## src/rtl/core/puvr_ram.sv

```systemverilog
`default_nettype none
// ---------------------------------------------------------------------------
// puvr_ram
// Simple dual-port RAM, one write and one registered read port.
// ---------------------------------------------------------------------------
module puvr_ram #(
   parameter int WIDTH = 8,
   parameter int DEPTH = 16,
   localparam int AW   = (DEPTH > 1) ? $clog2(DEPTH) : 1
) (
   input  wire logic             clock,
   input  wire logic             we,
   input  wire logic [AW-1:0]    waddr,
   input  wire logic [WIDTH-1:0] wdata,
   input  wire logic             re,
   input  wire logic [AW-1:0]    raddr,
   output logic [WIDTH-1:0]      rdata
);

   logic [WIDTH-1:0] mem [DEPTH];

   always_ff @(posedge clock) begin
      if (we) begin
         mem[waddr] <= wdata;
      end
      if (re) begin
         rdata <= mem[raddr];
      end
   end

endmodule : puvr_ram
`default_nettype wire

```

## config.mk

```make
export PLATFORM = sky130hd
export DESIGN_NAME = puvr_ram
export DESIGN_NICKNAME = d
export VERILOG_FILES = /design/src/rtl/core/puvr_ram.sv
export SDC_FILE = /design/constraint.sdc
export NUM_CORES = 1
export LEC_CHECK = 0
export BUFFER_PORTS_ARGS = -buffer_cell sky130_fd_sc_hd__buf_2
export CAP_MARGIN = 20
export CELL_PAD_IN_SITES_DETAIL_PLACEMENT = 0
export CELL_PAD_IN_SITES_GLOBAL_PLACEMENT = 2
export CORE_MARGIN = 2
export CORE_UTILIZATION = 43
export CTS_CLUSTER_SIZE = 8
export DETAILED_ROUTE_END_ITERATION = 12
export PLACE_DENSITY = 0.81
export SETUP_SLACK_MARGIN = 0.2
export SLEW_MARGIN = 20
export SYNTH_ARGS = -nofsm -noshare
export SYNTH_HDL_FRONTEND = slang
export SYNTH_SLANG_ARGS = --single-unit
export TNS_END_PERCENT = 1
```

## constraint.sdc

```tcl
create_clock -name clock -period 1.9 [get_ports clock]
set_input_delay 0.285 -clock clock [delete_from_list [all_inputs] [get_ports clock]]
set_output_delay 0.285 -clock clock [all_outputs]
set_load 0.05 [all_outputs]
```

==> impl_summary.md <==
Global routing
The number of antenna violations at the first check in global routing was 0. The number of global-route vias before repair is 2485. In the global route stage, overall resource usage came out at 0.1592.

Entering global routing, the biggest net connects 21 pins. The wire length of the first global-routing pass is 14390 µm. The sum of overflow across all layers after global routing is 0.

Critical path
The startpoint of the most critical register-to-register path is mem[3][4]$_DFFE_PP_. The kind of end point of the critical path is a register. The worst endpoint required time is 2.05 ns. The terminus of the critical flop-to-flop path is rdata[4]$_DFFE_PP_.

The worst setup path is launched from a register. At the worst endpoint, the arrival time is about 1.6 ns. Along the worst path, the maximum fanout reaches 1. The number of cells on the worst reg-to-reg path is 3.

The critical path is of the reg2reg type. The worst register-to-register path has a setup slack of 0.40 ns.

Floorplanning
The number of top-level pins is 27. For this configuration, the core starts out at a cell density of 0.4370. The site row count is 40.

The die width is between 100 and 150 µm. The placeable core region is 11960 µm². The die boundary height is 114.3 µm. The area of the die is ~13000 µm².

Clocking
Once the clock tree was built, the setup fixing pass inserted 0 buffers. The clock transition time at the flip-flop clock pins of the worst setup and hold paths is 0.06 ns. The largest buffer count on any clock path is 2. The later-pin clock latency in the skew report is 0.41 ns. TritonCTS created 17 clock buffers.

The total number of H-tree levels is 4. The number of buffers inserted by hold repair at cts is 0. After clock tree synthesis, the repair step resized 0 gates.

The TritonCTS clock tree is yes. The clock tree root driver cell is clkbuf_16. Clock tree synthesis found a total of 136 sinks.

Logic synthesis
After synthesis, the netlist uses 18 different library cells. The synthesized netlist occupies a cell area of about 5200 µm². The number of standard cells after synthesis is 229. The number of nets in the synthesized netlist is about 250.

For this run, the number of Yosys warnings is 0. The sequential share of the synthesized area is 0.7812. Counting flops and latches in the post-synthesis netlist gives roughly 140. The synthesized area per cell is 22.83 µm².

Detailed routing
The mean number of vias per cell is 5.397. The residual DRC count is 0. The final wirelength is about 9300 µm. The final routed wire length divided by cell count is approximately 21 µm. In this run the remaining antenna-violating nets after routing total 0.

Summing over every cut layer, the via total after detailed routing is 2407. The violation count after the first detailed-route iteration is 175. The number of detailed-routing iterations run before antenna repair is 6.

Timing
Setup repair after global routing left no endpoint under its margin. The final count of pins violating max slew is 0. The final setup TNS is 0 ns. Hold is met by 0.2450 ns. The timing-limited maximum frequency is 667.3 MHz. The worst setup skew after layout is 0.004747 ns. In this run the tightest slew margin relative to its limit is 0.7450. At the pin with the least slew margin, the transition time is 0.3826 ns. Of the available clock period, the critical path in the final layout requires 0.7888. The final hold violation count was 0. The routed design could run at a clock period as short as 1.499 ns. Setup violations remaining at the end of the flow were counted as 0.

Hold path
The path type of the worst min-delay path is in2reg. Counting instances, the worst hold path has a depth of 1. The endpoint of the worst hold path is rdata[4]$_DFFE_PP_. The startpoint of the lowest-slack hold path is re.

Power
The analysis attributes to cell leakage a power of 2.117 nW. VDD sags by at most 0.0007116 V. For this design the ratio of total power to cell area is 1092 nW/µm². The sum of internal, switching and leakage power is 6.810 mW.

Place
The congestion estimate from routability-driven global placement came to between 0.7 and 0.8. The number of port buffers is 26. The HPWL after detailed placement is 6088 µm.

Flow run
Across the run, the number of max-cap violations was 0.

Finish
From synthesis to final layout, the design area changed by 19.32%. In the layout the commonest cells are edfxtp_1, buf_2, mux4_2, buf_4, clkbuf_16. The layout cell share with drive strength beyond 1 is 0.3211. The final-stage net count is 305. The library cell used most frequently in the layout, excluding fill and tap cells, is edfxtp_1. The count of inserted antenna diode cells is 0.

Status
The run finished with clean final reports.
==> cells by family after synthesis <==
group           count (synthesis)  synth area share
compound gates                 16           0.02298
flops                         136            0.7812
buf+inv                        10           0.01651
mux                            32            0.1479
simple gates                   35           0.03136
==> metal layers <==
| metal | track usage | part of all wire | up-vias | wire [µm] |
|---|---|---|---|---|
| met3 | 0.04447 | 0.042 | 15 | 391 |
| li1 | - | - | 1092 | - |
| met4 | 0.06667 | 0.017 | 0 | 161 |
| met1 | 0.2054 | 0.42 | 1233 | 3947 |
| met2 | 0.2567 | 0.52 | 67 | 4830 |
| met5 | 0 | 0 | - | 0 |
==> registers in the layout (all words and copies together), names as in the netlist <==
name,flops
mem,128
rdata,8
==> cell type report <==
type                       instances  area (µm²)
tap                              147       183.9
timing repair buffer              48       345.3
clock inverter                    15       136.4
clock buffer                      17       425.4
fill                             924        5724
multi-input combinational         83        1062
sequential                       136        4084
==> synth_stat cells <==
cell	instances	area [µm²]
buf_4	1	7.510
nand3_1	1	5.000
mux4_2	18	405.4
nand2_1	9	33.78
nor3_1	4	20.02
edfxtp_1	136	4084
nor2b_1	1	6.260
buf_2	3	15.01
buf_6	3	33.78
mux4_1	14	367.9
a22oi_1	16	120.1
or3b_2	1	8.760
clkdlybuf4s25_2	3	30.03
and2b_1	1	7.510
nand3b_1	2	15.01
nand2b_1	2	12.51
nor2_1	13	48.80
and2_1	1	6.260
==> worst max path at each step <==
stage	from	depth (start not counted)	end
floorplan	raddr[0]	5	rdata[1]$_DFFE_PP_
global placement	raddr[0]	5	rdata[2]$_DFFE_PP_
detailed placement	raddr[0]	5	rdata[2]$_DFFE_PP_
CTS	mem[3][4]$_DFFE_PP_	3	rdata[4]$_DFFE_PP_
global route	mem[9][1]$_DFFE_PP_	3	rdata[1]$_DFFE_PP_
finish	mem[3][4]$_DFFE_PP_	3	rdata[4]$_DFFE_PP_
==> per-stage QoR <==
step / utilization / area, µm² / worst slack [ns] / std cells
3_3_place_gp: 0.4745 / 5675 / 0.04505 / 414
3_5_place_dp: 0.4745 / 5675 / 0.05872 / 414
2_1_floorplan: - / 5233 / 0.3326 / 229
5_1_grt: 0.5214 / 6237 / 0.2871 / 446
4_1_cts: 0.5214 / 6237 / 0.3785 / 446
6_report: 0.5214 / 6237 / 0.4013 / 446
==> worst max-delay path, stage by stage, from the launching register on <==
cell	delay [ns]
edfxtp_1	0.36
mux4_2	0.48
a22oi_1	0.27
nand2_1	0.13
==> report_power, final <==
group / switching (mW) / internal (mW)
clock network: 1.15 / 1.90
registers: 0.0183 / 3.38
logic: 0.218 / 0.142
total: 1.38 / 5.43
No activity file was read; power rests on OpenSTA's default activity.
