--- src/rtl/core/puvr_pkg.sv ---
`default_nettype none
// ---------------------------------------------------------------------------
// puvr_pkg
// Shared types and constants of the patch uv remap unit.
// ---------------------------------------------------------------------------
package puvr_pkg;

   localparam int MAX_PATCHES_DEF = 64;
   localparam int RECT_W          = 128;
   localparam int CSR_W           = 7;
   localparam int FRAC_W          = 17;   // fraction in [0, 1.0] Q1.16
   localparam logic signed [32:0] ONE_Q16 = 33'sd65536;

   typedef enum logic {
      OP_WRITE = 1'b0,
      OP_MAP   = 1'b1
   } op_type;

   typedef enum logic [1:0] {
      STS_OK     = 2'd0,
      STS_MISS   = 2'd1,
      STS_ZERO_U = 2'd2,
      STS_ZERO_V = 2'd3
   } status_type;

   typedef enum logic [1:0] {
      CSR_PATCHED = 2'd0,
      CSR_PU      = 2'd1,
      CSR_PV      = 2'd2,
      CSR_NONE    = 2'd3
   } csr_index_type;

   typedef enum logic [2:0] {
      ST_IDLE,
      ST_SCAN,
      ST_CHECK,
      ST_DIV_U,
      ST_DIV_V,
      ST_DONE
   } fsm_state_type;

endpackage : puvr_pkg
`default_nettype wire

--- src/rtl/core/puvr_div.sv ---
`default_nettype none
// ---------------------------------------------------------------------------
// puvr_div
// Bit-serial span fraction: (diff << 16) / den, with diff <= den, den != 0.
// ---------------------------------------------------------------------------
module puvr_div (
   input  wire logic        clock,
   input  wire logic        reset,
   input  wire logic        start,
   input  wire logic [31:0] diff,
   input  wire logic [31:0] den,
   output logic             done,
   output logic [puvr_pkg::FRAC_W-1:0] quo
);

   localparam int CW = $clog2(puvr_pkg::FRAC_W + 1);

   logic                        busy_ff, busy_in;
   logic [CW-1:0]               cnt_ff, cnt_in;
   logic [31:0]                 rem_ff, rem_in;
   logic [puvr_pkg::FRAC_W-1:0] sh_ff, sh_in;
   logic [puvr_pkg::FRAC_W-1:0] quo_ff, quo_in;
   logic [31:0]                 den_ff, den_in;
   logic [32:0]                 trial;

   // quotient bits above bit 16 are zero since diff <= den, so the
   // remainder starts at diff >> 1 and only 17 steps remain
   always_comb begin
      busy_in = busy_ff;
      cnt_in  = cnt_ff;
      rem_in  = rem_ff;
      sh_in   = sh_ff;
      quo_in  = quo_ff;
      den_in  = den_ff;
      trial   = {rem_ff, sh_ff[puvr_pkg::FRAC_W-1]};
      if (start) begin
         busy_in = 1'b1;
         cnt_in  = CW'(puvr_pkg::FRAC_W);
         rem_in  = {1'b0, diff[31:1]};
         sh_in   = {diff[0], {(puvr_pkg::FRAC_W-1){1'b0}}};
         quo_in  = '0;
         den_in  = den;
      end else if (busy_ff && cnt_ff != '0) begin
         cnt_in = cnt_ff - 1'b1;
         sh_in  = {sh_ff[puvr_pkg::FRAC_W-2:0], 1'b0};
         if (trial >= {1'b0, den_ff}) begin
            rem_in = 32'(trial - {1'b0, den_ff});
            quo_in = {quo_ff[puvr_pkg::FRAC_W-2:0], 1'b1};
         end else begin
            rem_in = trial[31:0];
            quo_in = {quo_ff[puvr_pkg::FRAC_W-2:0], 1'b0};
         end
      end else if (busy_ff) begin
         busy_in = 1'b0;
      end
   end

   always_ff @(posedge clock) begin
      if (reset) begin
         busy_ff <= 1'b0;
         cnt_ff  <= '0;
      end else begin
         busy_ff <= busy_in;
         cnt_ff  <= cnt_in;
      end
      rem_ff <= rem_in;
      sh_ff  <= sh_in;
      quo_ff <= quo_in;
      den_ff <= den_in;
   end

   assign done = busy_ff && (cnt_ff == '0);
   assign quo  = quo_ff;

endmodule : puvr_div
`default_nettype wire

--- config.mk ---
export PLATFORM = sky130hd
export DESIGN_NAME = puvr_div
export DESIGN_NICKNAME = d
export VERILOG_FILES = /design/src/rtl/core/puvr_pkg.sv /design/src/rtl/core/puvr_div.sv
export SDC_FILE = /design/constraint.sdc
export NUM_CORES = 1
export LEC_CHECK = 0
export BUFFER_PORTS_ARGS = -buffer_cell sky130_fd_sc_hd__buf_4
export CAP_MARGIN = 20
export CELL_PAD_IN_SITES_DETAIL_PLACEMENT = 2
export CELL_PAD_IN_SITES_GLOBAL_PLACEMENT = 2
export CORE_MARGIN = 3
export CORE_UTILIZATION = 36
export CTS_CLUSTER_DIAMETER = 60
export DETAILED_ROUTE_END_ITERATION = 6
export PLACE_DENSITY_LB_ADDON = 0.3
export SYNTH_ARGS = -nofsm -noshare
export SYNTH_HDL_FRONTEND = slang
export SYNTH_SLANG_ARGS = --single-unit
export TNS_END_PERCENT = 10
--- constraint.sdc ---
create_clock -name clock -period 3.4 [get_ports clock]
set_input_delay 0.68 -clock clock [delete_from_list [all_inputs] [get_ports clock]]
set_output_delay 0.68 -clock clock [all_outputs]
set_load 0.1 [all_outputs]
==> run summary <==
Outcome: complete, no violations
Drt via density: 5.39
Synth top area share: 34.2%
Average size of a mapped cell: 9.49 µm²
Vias in the first global route: 5306
Upper clock frequency limit: 307 MHz
Share of cells above drive strength 1: 22.1%
DP HPWL: 12900 µm
WP data required: 3.51 ns
Critical path's largest stage delay: 0.50 ns
Worst hold slack: 0.482 ns
Die width: 131 µm
CP delay by family, top: compound AO/OA/AOI/OAI gates
Leak: 2.85 nW
Io pins: 85
Fin. Hold Viols: 0
Final WS setup: 0.146 ns
Fin. max-slew vios: 0
Yosys reg bits: 88
Initial core utilization: 36.9%
Period Utilization, post-route: 95.7%
Clk_lat worst skew: 0.36 ns
Slew headroom: 57.8%
Crit-path most repeated cell: mux2_2
Crit path max fanout: 5
Starting DRT DRC Count: 211
Largest cells by area after synthesis: edfxtp_1, dfxtp_1, ha_1
DP Cell Count: 873
Max VDD drop: 0.256 mV
CTS tree: yes
Nets: 776
CTS Root Cell: clkbuf_16
Post-DRT Antenna Nets: 0
Pwr/cell area: 653 nW/µm²
DRC viols: 0
Detailed-route wire length per cell: 19.8 µm
Sequential area share after synthesis: 42.7%
Critical path cell sequence: ha_1, and3_1, and2_1, o211ai_2, a41oi_2, o31ai_4, o41ai_4, buf_4, mux2_2, mux2_2
Die height: 131 µm
GRT overflow: 0
Min-delay worst type: reg2reg
Worst-case clock buffer depth: 2
Post-synthesis cell area: 5630 µm²
Largest net degree at the start of global routing: 74
CTS Buf Count: 9
Crit path kind: reg2reg
TritonRoute pass-1 iters: 4
Die area: 17200 µm²
Placer Congestion: 0.849
Diode count: 0
Synth-to-layout area growth: 23.4%
Post-synth top cells: nand2_1, edfxtp_1, inv_1, a21oi_1, nor2_1
Clock period minus worst slack: 3.25 ns
Syn_nets: 695
R2R Setup Slk: 0.15 ns
WL final: 17600 µm
Slew @ Worst Pin: 0.633 ns
Top FF cell, synth: edfxtp_1
Synth Instances: 593
Clock transition at path regs: 0.07 ns
Initial antenna violation count: 0
Final-layout fill cell count: 1612
YS warnings: 0
CTS Sinks: 88
Buf/Inv on CP: 1
EDFF count, synth: 64
CP Launch Type: flop
# Max-Cap Violations: 0
Placement Rows: 45
CP max stage cell: o41ai_4
Setup TNS: 0 ns
Vias: 4797
Worst EP arrival: 3.36 ns
IO buf count: 84
Core area: 15300 µm²
Crit end category: flop
First-pass GRT wire length: 27600 µm
Worst Clk Skew: 0.0106 ns
Fraction of registers with async set or reset after synthesis: 0%
All-Layer GR Usage: 20.7%
H-tree lvl count: 3
Cell variety after synth: 69
Top-count cell post-synth: nand2_1
Final Setup Violations: 0
Cell taking the most area after synthesis: edfxtp_1
Dpl ws: 0.0444 ns
Post-Layout Cell Count: 890
==> cells by family (layout without fill, tap and decap cells) <==
group / after synthesis / count (layout) / share of synthesized area, %
compound gates: 153 / 153 / 19.7
xor+xnor: 27 / 27 / 4.20
fa+ha+maj: 35 / 35 / 7.92
buf+inv: 82 / 168 / 5.85
flops: 88 / 88 / 42.7
mux: 14 / 14 / 2.60
simple gates: 194 / 194 / 17.0
==> per-layer routing <==
metal  routed length (µm)  track usage [%]  up-vias
li1                     -                -     2307
met1                 7620             25.7     2381
met2                 9120             37.3       95
met3                  610             2.97       14
met4                  231             5.63        0
met5                    0                0        -
==> tightest hold or removal path: stages (launching register included) <==
cell	delay [ns]
dfxtp_1	0.33
nand2_1	0.06
a21oi_1	0.05
==> layout make-up <==
cell class,count,area (µm²),area share (%)
Inverter,51,191,2.76
Timing Repair Buffer,101,774,11.2
Tap cell,211,264,3.80
Sequential cell,88,2400,34.6
Clock inverter,7,60.1,0.865
Multi-Input combinational cell,423,3020,43.6
Clock buffer,9,225,3.24
==> path summary, 6_finish.rpt <==
kind | cells past startpoint | end | startpoint
setup reg to reg | 10 | rem_ff[10]$_DFFE_PP_ | rem_ff[9]$_DFFE_PP_
hold reg to reg | 2 | quo[6]$_SDFFE_PP0P_ | quo[5]$_SDFFE_PP0P_
setup / recovery | 10 | rem_ff[10]$_DFFE_PP_ | rem_ff[9]$_DFFE_PP_
hold / removal | 2 | quo[6]$_SDFFE_PP0P_ | quo[5]$_SDFFE_PP0P_
==> layout by cell type, fill, tap and decap left out, drive strengths merged, types with 4 or more instances in the layout <==
| master | netlist | layout |
|---|---|---|
| edfxtp | 64 | 64 |
| and2 | 5 | 5 |
| clkbuf | 25 | 9 |
| nand2b | 9 | 9 |
| o21ai | 21 | 21 |
| nand3 | 10 | 10 |
| ha | 34 | 34 |
| o31ai | 8 | 8 |
| nor3b | 17 | 17 |
| o21a | 4 | 4 |
| mux2 | 5 | 5 |
| buf | 6 | 101 |
| xnor2 | 10 | 10 |
| dfxtp | 24 | 24 |
| o21bai | 4 | 4 |
| nor2b | 6 | 6 |
| inv | 51 | 56 |
| mux2i | 9 | 9 |
| a221o | 16 | 16 |
| nor2 | 36 | 36 |
| a31oi | 6 | 6 |
| nand2 | 72 | 72 |
| o211ai | 6 | 6 |
| and3 | 7 | 7 |
| nand4 | 9 | 9 |
| xor2 | 17 | 17 |
| a21oi | 48 | 48 |
| a21o | 8 | 8 |
| nor3 | 8 | 8 |
==> stage by stage <==
step	power, mW	utilization (%)	area [µm²]
final	4.54	45.5	6940
after global routing	4.83	45.5	6940
after CTS	4.46	44.6	6810
after detailed placement	3.42	42.7	6520
after global placement	3.31	42.7	6520
after floorplan	2.83	-	5630
==> what timing repair did <==
action / CTS / global route
cloned: 0 / 0
setup endpoints to repair: 2 / 22
hold buffers: 0 / 0
resized for setup: 2 / 23
endpoints found under the hold margin: 0 / 0
pin swaps: 0 / 3
setup buffers: 0 / 1
==> registers in the layout, summed over array words and instances (netlist names) <==
register	flops
quo	17
busy_ff	1
cnt_ff	5
rem_ff	32
den_ff	32
sh_ff	1
==> power by group <==
part	leakage (nW)	total, mW	internal [mW]	switching (mW)
Combinational	1.88	2.09	0.879	1.21
Sequential	0.831	1.44	1.34	0.0990
Clock	0.143	1.00	0.512	0.491
Total	2.85	4.54	2.73	1.80
Power figures use the tool's default switching activity.
